File: src/design/lmbx_pkg.sv
// Shared types and constants of the latency-matched bypass crossfade.
// No dependencies; every other file of the block but lmbx_ram imports this package.
package lmbx_pkg;

    typedef logic signed [23:0] sample_t;
    typedef logic        [16:0] gain_t;
    typedef logic signed [17:0] step_t;
    typedef logic        [24:0] recip_t;
    typedef logic        [10:0] dlen_t;

    typedef enum logic
    {
        REG_DELAY_LENGTH = 1'b0,
        REG_FADE_RECIP   = 1'b1
    } lmbx_reg_t;

    localparam logic CMD_SAMPLE = 1'b0;
    localparam logic CMD_SET    = 1'b1;

    localparam gain_t   GAIN_ONE    = 17'd65536;
    localparam gain_t   GAIN_ZERO   = 17'd0;
    localparam recip_t  RECIP_ONE   = 25'h100_0000;
    localparam recip_t  RECIP_MIN   = 25'd1;
    localparam recip_t  RECIP_RESET = 25'd34953;
    localparam dlen_t   DLEN_RESET  = 11'd0;
    localparam sample_t SAMPLE_MAX  = 24'sh7F_FFFF;
    localparam sample_t SAMPLE_MIN  = -24'sh80_0000;

    typedef struct packed
    {
        logic s1_load;
        logic s2_load;
        logic s3_load;
    } lmbx_pipe_t;

endpackage

File: src/design/lmbx_mix.sv
// One channel of the crossfade: gain product, rounding and saturation.
// Depends on lmbx_pkg.
module lmbx_mix import lmbx_pkg::*; (
    input  logic       clk,
    input  lmbx_pipe_t pipe,
    input  sample_t    wet,
    input  sample_t    dly,
    input  gain_t      gain_s1,
    output sample_t    mix
);

    sample_t            wet_reg;
    logic signed [24:0] diff;
    logic signed [17:0] gain_sgn;
    logic signed [42:0] prod;
    logic signed [42:0] prod_reg;
    sample_t            dry2_reg;
    logic signed [42:0] prod_rnd;
    logic signed [26:0] scaled;
    logic signed [27:0] sum;
    sample_t            mix_next;
    sample_t            mix_reg;

    assign diff     = {wet_reg[23], wet_reg} - {dly[23], dly};
    assign gain_sgn = $signed({1'b0, gain_s1});
    assign prod     = gain_sgn * diff;

    assign prod_rnd = prod_reg + 43'sd32768;
    assign scaled   = prod_rnd[42:16];
    assign sum      = {scaled[26], scaled} + {{4{dry2_reg[23]}}, dry2_reg};

    always_comb
    begin
        if (sum > 28'sd8388607)
        begin
            mix_next = SAMPLE_MAX;
        end
        else if (sum < -28'sd8388608)
        begin
            mix_next = SAMPLE_MIN;
        end
        else
        begin
            mix_next = sum[23:0];
        end
    end

    always_ff @(posedge clk)
    begin
        if (pipe.s1_load)
        begin
            wet_reg <= wet;
        end
        if (pipe.s2_load)
        begin
            prod_reg <= prod;
            dry2_reg <= dly;
        end
        if (pipe.s3_load)
        begin
            mix_reg <= mix_next;
        end
    end

    assign mix = mix_reg;

endmodule
File: config.mk
export PLATFORM = sky130hd
export DESIGN_NAME = lmbx_mix
export DESIGN_NICKNAME = d
export VERILOG_FILES = /design/src/design/lmbx_pkg.sv /design/src/design/lmbx_mix.sv
export SDC_FILE = /design/constraint.sdc
export NUM_CORES = 1
export LEC_CHECK = 0
export BUFFER_PORTS_ARGS = -buffer_cell sky130_fd_sc_hd__buf_4
export CAP_MARGIN = 20
export CORE_UTILIZATION = 59
export CTS_CLUSTER_SIZE = 8
export DETAILED_ROUTE_END_ITERATION = 10
export PLACE_DENSITY_LB_ADDON = 0.1
export SETUP_SLACK_MARGIN = 0.2
export SYNTH_ARGS = -nofsm -noshare
export SYNTH_HDL_FRONTEND = slang
export SYNTH_SLANG_ARGS = --single-unit
File: constraint.sdc
create_clock -name clk -period 12.2 [get_ports clk]
set_input_delay 1.22 -clock clk [delete_from_list [all_inputs] [get_ports clk]]
set_output_delay 1.22 -clock clk [all_outputs]
set_load 0.01 [all_outputs]
==> run summary <==
Antenna violations before repair: 0
Critical path arrival: 10.40 ns
Min setup slack post-route: 1.95 ns
Min-Delay Path Class: flop to flop
DRC viols: 0
Routed Antenna Nets: 0
Post-route setup TNS: 0 ns
Number of fill cells: 3126
Yosys Warn Count: 0
DR vias/cell: 5.79
Most used cell, CP: fa_1
Max reg flops: 28
Die footprint: 38300 um^2
Hold_buf cts: 0
Post-CTS Repair Setup Buffers: 0
Clock transition at path regs: 0.07 ns
Kind of critical path: primary input to flop
Global-route wire length before repair: 93000 um
Final setup viols: 0
Clk buf depth: 2
Critical path capture point type: flop
Clk Latency, worst-skew pair: 0.37 ns
Startpoint types: primary input
WL final: 56700 um
Grt total ovfl: 0
Total number of vias: 16700
Gate Count Post-Synth: 2398
Synthesized Nets: 3036
PortBufs: 92
Outcome: finished clean
Fin crit share: 84.0%
Final Skew: 0.0178 ns
Post-synthesis async set-or-reset flop share: 0%
Total CTS buffers: 9
Delay-heaviest family, CP: adder cells
I/O Pins: 93
Largest net degree at the start of global routing: 53
Antenna Cells: 0
Max Fclk: 97.5 MHz
Die W: 196 um
Post-synth cell types: 67
Initial cell density of the core: 60.1%
Slowest CP cell: nand4_1
CP bufs+invs: 4
Root Buffer: clkbuf_16
Post-layout min period: 10.25 ns
CP peak stage delay: 0.81 ns
Multi-input gate area: 16700 um^2
First-pass DRT Iterations: 5
Mean Syn Cell Area: 9.23 um^2
Cell Area, Synth: 22100 um^2
Synthesis-to-layout area growth: 5.81%
Layout cells sized above 1: 6.82%
Total GRT Usage: 31.6%
Iter 0 DRT Violations: 1155
H-tree Lvls: 3
Register area: 3000 um^2
CTS tree: built
Post-synth EDFFs: 100
RSZ-0062 raised after global routing: false
Max-slew violation count: 0
MaxCap Viol Count: 0
Gpl congestion: 0.914
Pre-CTS setup slack: 1.68 ns
Most common flop cell mapped by yosys: edfxtp_1
CP max FO: 25
Drt wl/cell: 19.7 um
Synth Register Bits: 100
HPWL after detailed placement: 44300 um
Vias in the first global route: 17800
Post-cts gate resize count: 0
Clock sink count: 100
Die H: 196 um
CP Data Required Time: 12.34 ns
Slew headroom: 22.8%
Pin slew with the least headroom to its limit: 1.15 ns
Final hold vios: 0
Core Area: 36800 um^2
Fin nets: 3039
Cell Rows: 70
Seq/Total Area, Yosys: 13.6%
## per-layer routing
layer | vias up | wire length, um | GRT usage, %
met3 | 105 | 4180 | 5.02
met1 | 8357 | 23300 | 41.8
met4 | 0 | 1800 | 10.5
met2 | 629 | 27400 | 53.2
met5 | - | 0 | 0
li1 | 7559 | - | -
## worst reg2reg max path: cells and delay by family, from the launching register on
family                   cells  cell delay [ns]
AO/OA/AOI/OAI                9             2.66
adder cells (fa/ha/maj)      9             4.03
buffers and inverters        4             0.46
flip-flops                   1             0.32
AND/OR/NAND/NOR              6             1.95
## metrics by stage
step           cells  utilization, %  cell area [um^2]  hold slack (ns)
2_1_floorplan   2398               -             22100            0.685
3_3_place_gp    2858            62.8             23100            0.823
3_5_place_dp    2858            62.8             23100            0.852
4_1_cts         2874            63.6             23400            0.877
5_1_grt         2874            63.6             23400            0.903
6_report        2874            63.6             23400            0.867
## layout by cell type, fill, tap and decap left out, drive strengths merged, types with 19 or more instances in the layout
master and n:
nor2b 35, buf 113, nor2 56, nand2 239, o211ai 19, nand4 22, and3 71, xor2 31
o21ai 62, inv 523, and2 99, a21o 29, nand3 106, edfxtp 100, a21oi 54, nand2b 31
xnor2 60, ha 153, fa 416
## final timing paths
path	from	to	slack, ns	cells past startpoint
max	dly[0]	prod_reg[41]	1.95	28
min	dry2_reg[0]	mix[0]	0.87	3
max reg2reg	wet_reg[0]	prod_reg[41]	2.57	28
min reg2reg	dry2_reg[0]	mix[0]	0.87	3
## final cells by class
class	instances	share of cell area, %
Clock inverter	7	0.305
Multi-Input combinational cell	1657	71.4
Inverter	520	8.34
Tap cell	468	2.50
Sequential cell	100	12.8
Clock buffer	9	0.962
Timing Repair Buffer	113	3.62
## cells by family after synthesis
logic type                 share of synthesized area [%]
and+or+nand+nor                                     16.1
AOI/OAI and AO/OA                                   8.24
DFF                                                 13.6
adders and majority gates                           46.3
buffers and inverters                               11.0
muxes                                               1.13
xor gates and xnor gates                            3.64
## synthesized netlist by cell type, types with 5 or more instances
library cell	count	area share, %
nand3_1	106	2.4
o21a_1	14	0.48
a31oi_1	15	0.42
nor2_1	56	0.95
nand4_1	22	0.62
o21bai_1	5	0.17
nand2_1	239	4.1
a21oi_1	51	1.2
buf_2	10	0.23
o21ai_1	26	0.59
and2_1	99	2.8
o21ai_0	36	0.81
inv_1	520	8.8
nand2b_1	31	0.88
mux2i_1	16	0.72
a21o_1	29	0.98
nor2b_1	35	0.99
mux2_2	8	0.41
xnor2_1	59	2.3
and4_1	5	0.20
a311oi_1	6	0.24
and3_1	71	2.0
a311o_1	10	0.45
nor3_1	16	0.36
clkbuf_1	107	1.8
o211ai_1	17	0.58
nor3b_1	6	0.20
xor2_1	31	1.2
fa_1	416	38
edfxtp_1	100	14
o22ai_1	11	0.31
ha_1	153	8.7
or3_1	6	0.17
Power is left out: the tool's default activity adds up to more than one toggle a clock period on the data nets, which glitch-free logic cannot reach.
