## config.mk

```make
export PLATFORM = sky130hd
export DESIGN_NAME = lmbx_gain
export DESIGN_NICKNAME = d
export VERILOG_FILES = /design/src/design/lmbx_pkg.sv /design/src/design/lmbx_gain.sv
export SDC_FILE = /design/constraint.sdc
export NUM_CORES = 1
export LEC_CHECK = 0
export BUFFER_PORTS_ARGS = -buffer_cell sky130_fd_sc_hd__buf_2
export CAP_MARGIN = 20
export CORE_ASPECT_RATIO = 0.8
export CORE_MARGIN = 1.5
export CORE_UTILIZATION = 70
export CTS_CLUSTER_SIZE = 10
export DETAILED_ROUTE_END_ITERATION = 8
export PLACE_DENSITY = 0.85
export SETUP_SLACK_MARGIN = 0.1
export SLEW_MARGIN = 10
export SYNTH_ARGS = -nofsm -noshare
export SYNTH_HDL_FRONTEND = slang
export SYNTH_SLANG_ARGS = --single-unit
```

## constraint.sdc

```tcl
create_clock -name clk -period 16.75 [get_ports clk]
set_input_delay 2.5125 -clock clk [delete_from_list [all_inputs] [get_ports clk]]
set_output_delay 2.5125 -clock clk [all_outputs]
set_load 0.1 [all_outputs]
```

## src/design/lmbx_pkg.sv

```systemverilog
// Shared types and constants of the latency-matched bypass crossfade.
// No dependencies; every other file of the block but lmbx_ram imports this package.
package lmbx_pkg;

    typedef logic signed [23:0] sample_t;
    typedef logic        [16:0] gain_t;
    typedef logic signed [17:0] step_t;
    typedef logic        [24:0] recip_t;
    typedef logic        [10:0] dlen_t;

    typedef enum logic
    {
        REG_DELAY_LENGTH = 1'b0,
        REG_FADE_RECIP   = 1'b1
    } lmbx_reg_t;

    localparam logic CMD_SAMPLE = 1'b0;
    localparam logic CMD_SET    = 1'b1;

    localparam gain_t   GAIN_ONE    = 17'd65536;
    localparam gain_t   GAIN_ZERO   = 17'd0;
    localparam recip_t  RECIP_ONE   = 25'h100_0000;
    localparam recip_t  RECIP_MIN   = 25'd1;
    localparam recip_t  RECIP_RESET = 25'd34953;
    localparam dlen_t   DLEN_RESET  = 11'd0;
    localparam sample_t SAMPLE_MAX  = 24'sh7F_FFFF;
    localparam sample_t SAMPLE_MIN  = -24'sh80_0000;

    typedef struct packed
    {
        logic s1_load;
        logic s2_load;
        logic s3_load;
    } lmbx_pipe_t;

endpackage

```

## src/design/lmbx_gain.sv

```systemverilog
// Gain ramp: target, signed step and clamped gain, stepped once per sample beat.
// Depends on lmbx_pkg.
module lmbx_gain import lmbx_pkg::*; (
    input  logic   clk,
    input  logic   rst_n,
    input  recip_t fade_recip,
    input  logic   set_acc,
    input  logic   bypass_on,
    input  logic   sample_acc,
    output gain_t  gain_s1
);

    gain_t              gain_reg;
    step_t              step_reg;
    logic               target_on_reg;
    gain_t              gain_s1_reg;

    recip_t             recip_eff;
    gain_t              set_target;
    logic signed [17:0] diff;
    logic [16:0]        abs_diff;
    logic [41:0]        step_prod;
    logic [41:0]        step_rnd;
    logic [17:0]        mag;
    step_t              step_set;

    gain_t              cur_target;
    logic signed [18:0] gain_sum;
    logic signed [18:0] target_wide;
    logic               reached;
    gain_t              gain_upd;
    step_t              step_upd;

    always_comb
    begin
        if (fade_recip == '0)
        begin
            recip_eff = RECIP_MIN;
        end
        else if (fade_recip > RECIP_ONE)
        begin
            recip_eff = RECIP_ONE;
        end
        else
        begin
            recip_eff = fade_recip;
        end
    end

    assign set_target = bypass_on ? GAIN_ZERO : GAIN_ONE;
    assign diff       = $signed({1'b0, set_target}) - $signed({1'b0, gain_reg});
    assign abs_diff   = diff[17] ? 17'(-diff) : 17'(diff);
    assign step_prod  = abs_diff * recip_eff;
    assign step_rnd   = step_prod + 42'd8388608;

    always_comb
    begin
        mag = step_rnd[41:24];
        if (mag == '0)
        begin
            mag = 18'd1;
        end
        if (diff == '0)
        begin
            step_set = '0;
        end
        else if (diff[17])
        begin
            step_set = -$signed(mag);
        end
        else
        begin
            step_set = $signed(mag);
        end
    end

    assign cur_target  = target_on_reg ? GAIN_ONE : GAIN_ZERO;
    assign target_wide = $signed({2'b00, cur_target});
    assign gain_sum    = $signed({2'b00, gain_reg}) + $signed({step_reg[17], step_reg});

    always_comb
    begin
        reached = ((step_reg > 0) && (gain_sum >= target_wide))
               || ((step_reg < 0) && (gain_sum <= target_wide));
        if (step_reg == '0)
        begin
            gain_upd = gain_reg;
            step_upd = step_reg;
        end
        else if (reached)
        begin
            gain_upd = cur_target;
            step_upd = '0;
        end
        else
        begin
            gain_upd = gain_sum[16:0];
            step_upd = step_reg;
        end
    end

    always_ff @(posedge clk or negedge rst_n)
    begin
        if (!rst_n)
        begin
            gain_reg      <= GAIN_ONE;
            step_reg      <= '0;
            target_on_reg <= 1'b1;
        end
        else if (set_acc)
        begin
            target_on_reg <= !bypass_on;
            step_reg      <= step_set;
        end
        else if (sample_acc)
        begin
            gain_reg <= gain_upd;
            step_reg <= step_upd;
        end
    end

    always_ff @(posedge clk)
    begin
        if (sample_acc)
        begin
            gain_s1_reg <= gain_upd;
        end
    end

    assign gain_s1 = gain_s1_reg;

    a_gain_range: assert property (@(posedge clk) disable iff (!rst_n)
        gain_reg <= GAIN_ONE)
        else $error("gain above unity");

    a_idle_at_target: assert property (@(posedge clk) disable iff (!rst_n)
        (gain_reg == cur_target) |-> (step_reg == '0))
        else $error("step left running at target");

    a_step_direction: assert property (@(posedge clk) disable iff (!rst_n)
        (step_reg != '0) |-> (step_reg[17] == !target_on_reg))
        else $error("step points away from target");

endmodule

```

==> out/metrics.csv <==
stage,metric,value,unit
status,outcome,completed,
placement,hpwl,47840,um
timing,min_period,13.18,ns
clocking,cts_tree,done,
timing,post-route-period-util,0.7870,
final_layout,syn_to_final_growth,3.862,%
grt,grt_start_max_net_pins,39,
synth,synth_top_family_by_area,adder cells,
timing,slew_viol_final,0,
synth,yosysUniqueCellTypes,96,
clocking,cts_root_buffer,clkbuf_16,
route,drtIter0Drc,1875,
route,num_vias,16879,
final_layout,largest_reg_flops,18,
timing,hold_viol,0,
synth,syn-num-nets,2853,
floorplan,start_util,0.7206,
grt,grt_overflow,0,
route,wl_met3,9090,um
synth,synth-simple-area-share,0.2024,
route,routed_wirelength,58680,um
placement,port_buffers,46,
critical_path,worstPathMaxFanout,22,
floorplan,core,26530,um2
floorplan,ios,47,
synth,synth-edff-count,17,
synth,synth_xor_area_frac,0.03253,
synth,synth-compound-area-share,0.1141,
timing,max_freq,75.86,MHz
final_layout,nets,2823,
clocking,clock_latency,0.30,ns
grt,grt_first_pass_wirelength,93930,um
final_layout,antennaDiodeCount,0,
route,ant_nets,0,
synth,synth_area,19110,um2
placement,gp_congestion,1.039,
clocking,cts.sinks,53,
floorplan,die_area,28310,um2
synth,async_flop_share,0.6792,
critical_path,cpMaxStageDelayCell,xnor2_2,
final_layout,final_cell_mix,"inv_1, nand2_1, fa_1",
timing,rsz0062_at_grt,false,
floorplan,rows,53,
min_path,min_path_cells,2,
clocking,htree_levels,2,
grt,antenna_found_initial,1,
final_layout,final_common_cell,inv_1,
synth,yosysWarnings,0,
timing,timing.slew.headroom,0.2296,
floorplan,dieWidth,187.8,um
critical_path,cp.arrival,13.38,ns
critical_path,r2r_slack,3.57,ns
route,top_layer,met4,
grt,grt_usage,0.4351,
synth,avgSynthCellArea,8.225,um2
critical_path,reg2regPathDepth,39,
critical_path,crit_required,16.94,ns
synth,synth_cells,2324,
flow_run,drv_cap,0,
route,met1Wirelength,22480,um
timing,clock_skew,0.008243,ns
timing,tightest_slew,1.147,ns
clocking,cts_setup_buffers,0,
synth,synthAdderAreaFrac,0.4617,
min_path,min_path_type,reg -> reg,
critical_path,endpoint_kind,flip-flop,
clocking,numCtsBuffers,5,
clocking,clk_pin_slew,0.08,ns
critical_path,critPathLaunchType,flip-flop,
synth,ys.flop_type,dfrtp_1,
critical_path,slowest_delay,0.91,ns
critical_path,critical_path_class,reg -> reg,
clocking,cts_resized,0,
synth,ys_seq_area_frac,0.07397,
grt,first_global_vias,17262,
floorplan,fp.dieH,150.8,um
route,drt-vias-per-instance,6.365,
route,wl_met2,24940,um
route,drt_pre_antenna_iters,8,
clocking,hold_buffers,0,
synth,synth.area.mux_share,0.004320,
final_layout,drive_gt1_frac,0.06492,
route,drc,0,
synth,ys_seq_elements,53,
timing,setup_viol,0,
timing,fin_tns_setup,0,ns
route,wire_per_inst,22.13,um
clocking,cts_buffer_depth,2,
-- layer usage --
metal	vias to the layer above	global-route usage
li1	7330	-
met2	1172	0.6591
met1	8181	0.5912
met4	0	0.1544
met5	-	0
met3	196	0.1430
-- cell usage after synthesis, types with 21 or more instances --
| cell | instances | area share |
|---|---|---|
| xnor2_1 | 43 | 0.020 |
| inv_1 | 429 | 0.084 |
| nor3_1 | 28 | 0.0073 |
| fa_1 | 344 | 0.36 |
| nor2_1 | 197 | 0.039 |
| dfrtp_1 | 34 | 0.045 |
| nand2_1 | 386 | 0.076 |
| nand3_1 | 22 | 0.0058 |
| ha_1 | 155 | 0.10 |
| a21o_1 | 21 | 0.0082 |
| nand2b_1 | 23 | 0.0075 |
| o21ai_0 | 52 | 0.014 |
| a21oi_1 | 63 | 0.016 |
| xor2_1 | 28 | 0.013 |
| nand4_1 | 24 | 0.0079 |
| o31ai_1 | 37 | 0.015 |
| clkbuf_1 | 93 | 0.018 |
| and2_1 | 41 | 0.013 |
-- cell families after synthesis --
logic type	after synthesis
AOI/OAI and AO/OA	313
xor gates and xnor gates	71
adders and majority gates	499
buffers and inverters	541
DFF	53
muxes	8
and+or+nand+nor	839
-- critical path: cells and delay by family (launching register included) --
kind	cells	cell delay (ns)
fa+ha+maj	9	4.16
xor+xnor	2	1.07
simple gates	11	3.97
compound gates	10	2.38
flops	1	0.36
buf+inv	7	1.11
-- through the flow --
stage	hold slack, ns	utilization	setup slack, ns	cells	cell area, um2
3_3_place_gp	0.4899	0.7394	4.234	2634	19610
3_5_place_dp	0.4978	0.7417	3.751	2640	19670
5_1_grt	0.5302	0.7484	3.031	2652	19850
4_1_cts	0.5108	0.7472	3.960	2648	19820
6_report	0.5128	0.7484	3.569	2652	19850
2_1_floorplan	0.4623	-	5.485	2324	19110
-- cell type report --
cell class / instances / area (um2)
Fill cell: 1995 / 6673
Sequential cell: 53 / 1414
Clock inverter: 3 / 21.27
Tap cell: 357 / 446.7
Multi-Input combinational cell: 1730 / 15770
Clock buffer: 5 / 125.1
Inverter: 429 / 1610
Timing Repair Buffer: 75 / 466.7
-- path summary, 6_finish.rpt --
path | startpoint | to
setup / recovery | gain_reg[0] | step_reg[12]
hold / removal | gain_reg[16] | gain_reg[16]
setup reg to reg | gain_reg[0] | step_reg[12]
hold reg to reg | gain_reg[16] | gain_reg[16]
max in group asynchronous | rst_n | step_reg[9]
min in group asynchronous | rst_n | gain_reg[12]
Power is left out: the tool's default activity adds up to more than one toggle a clock period on the data nets, which glitch-free logic cannot reach.
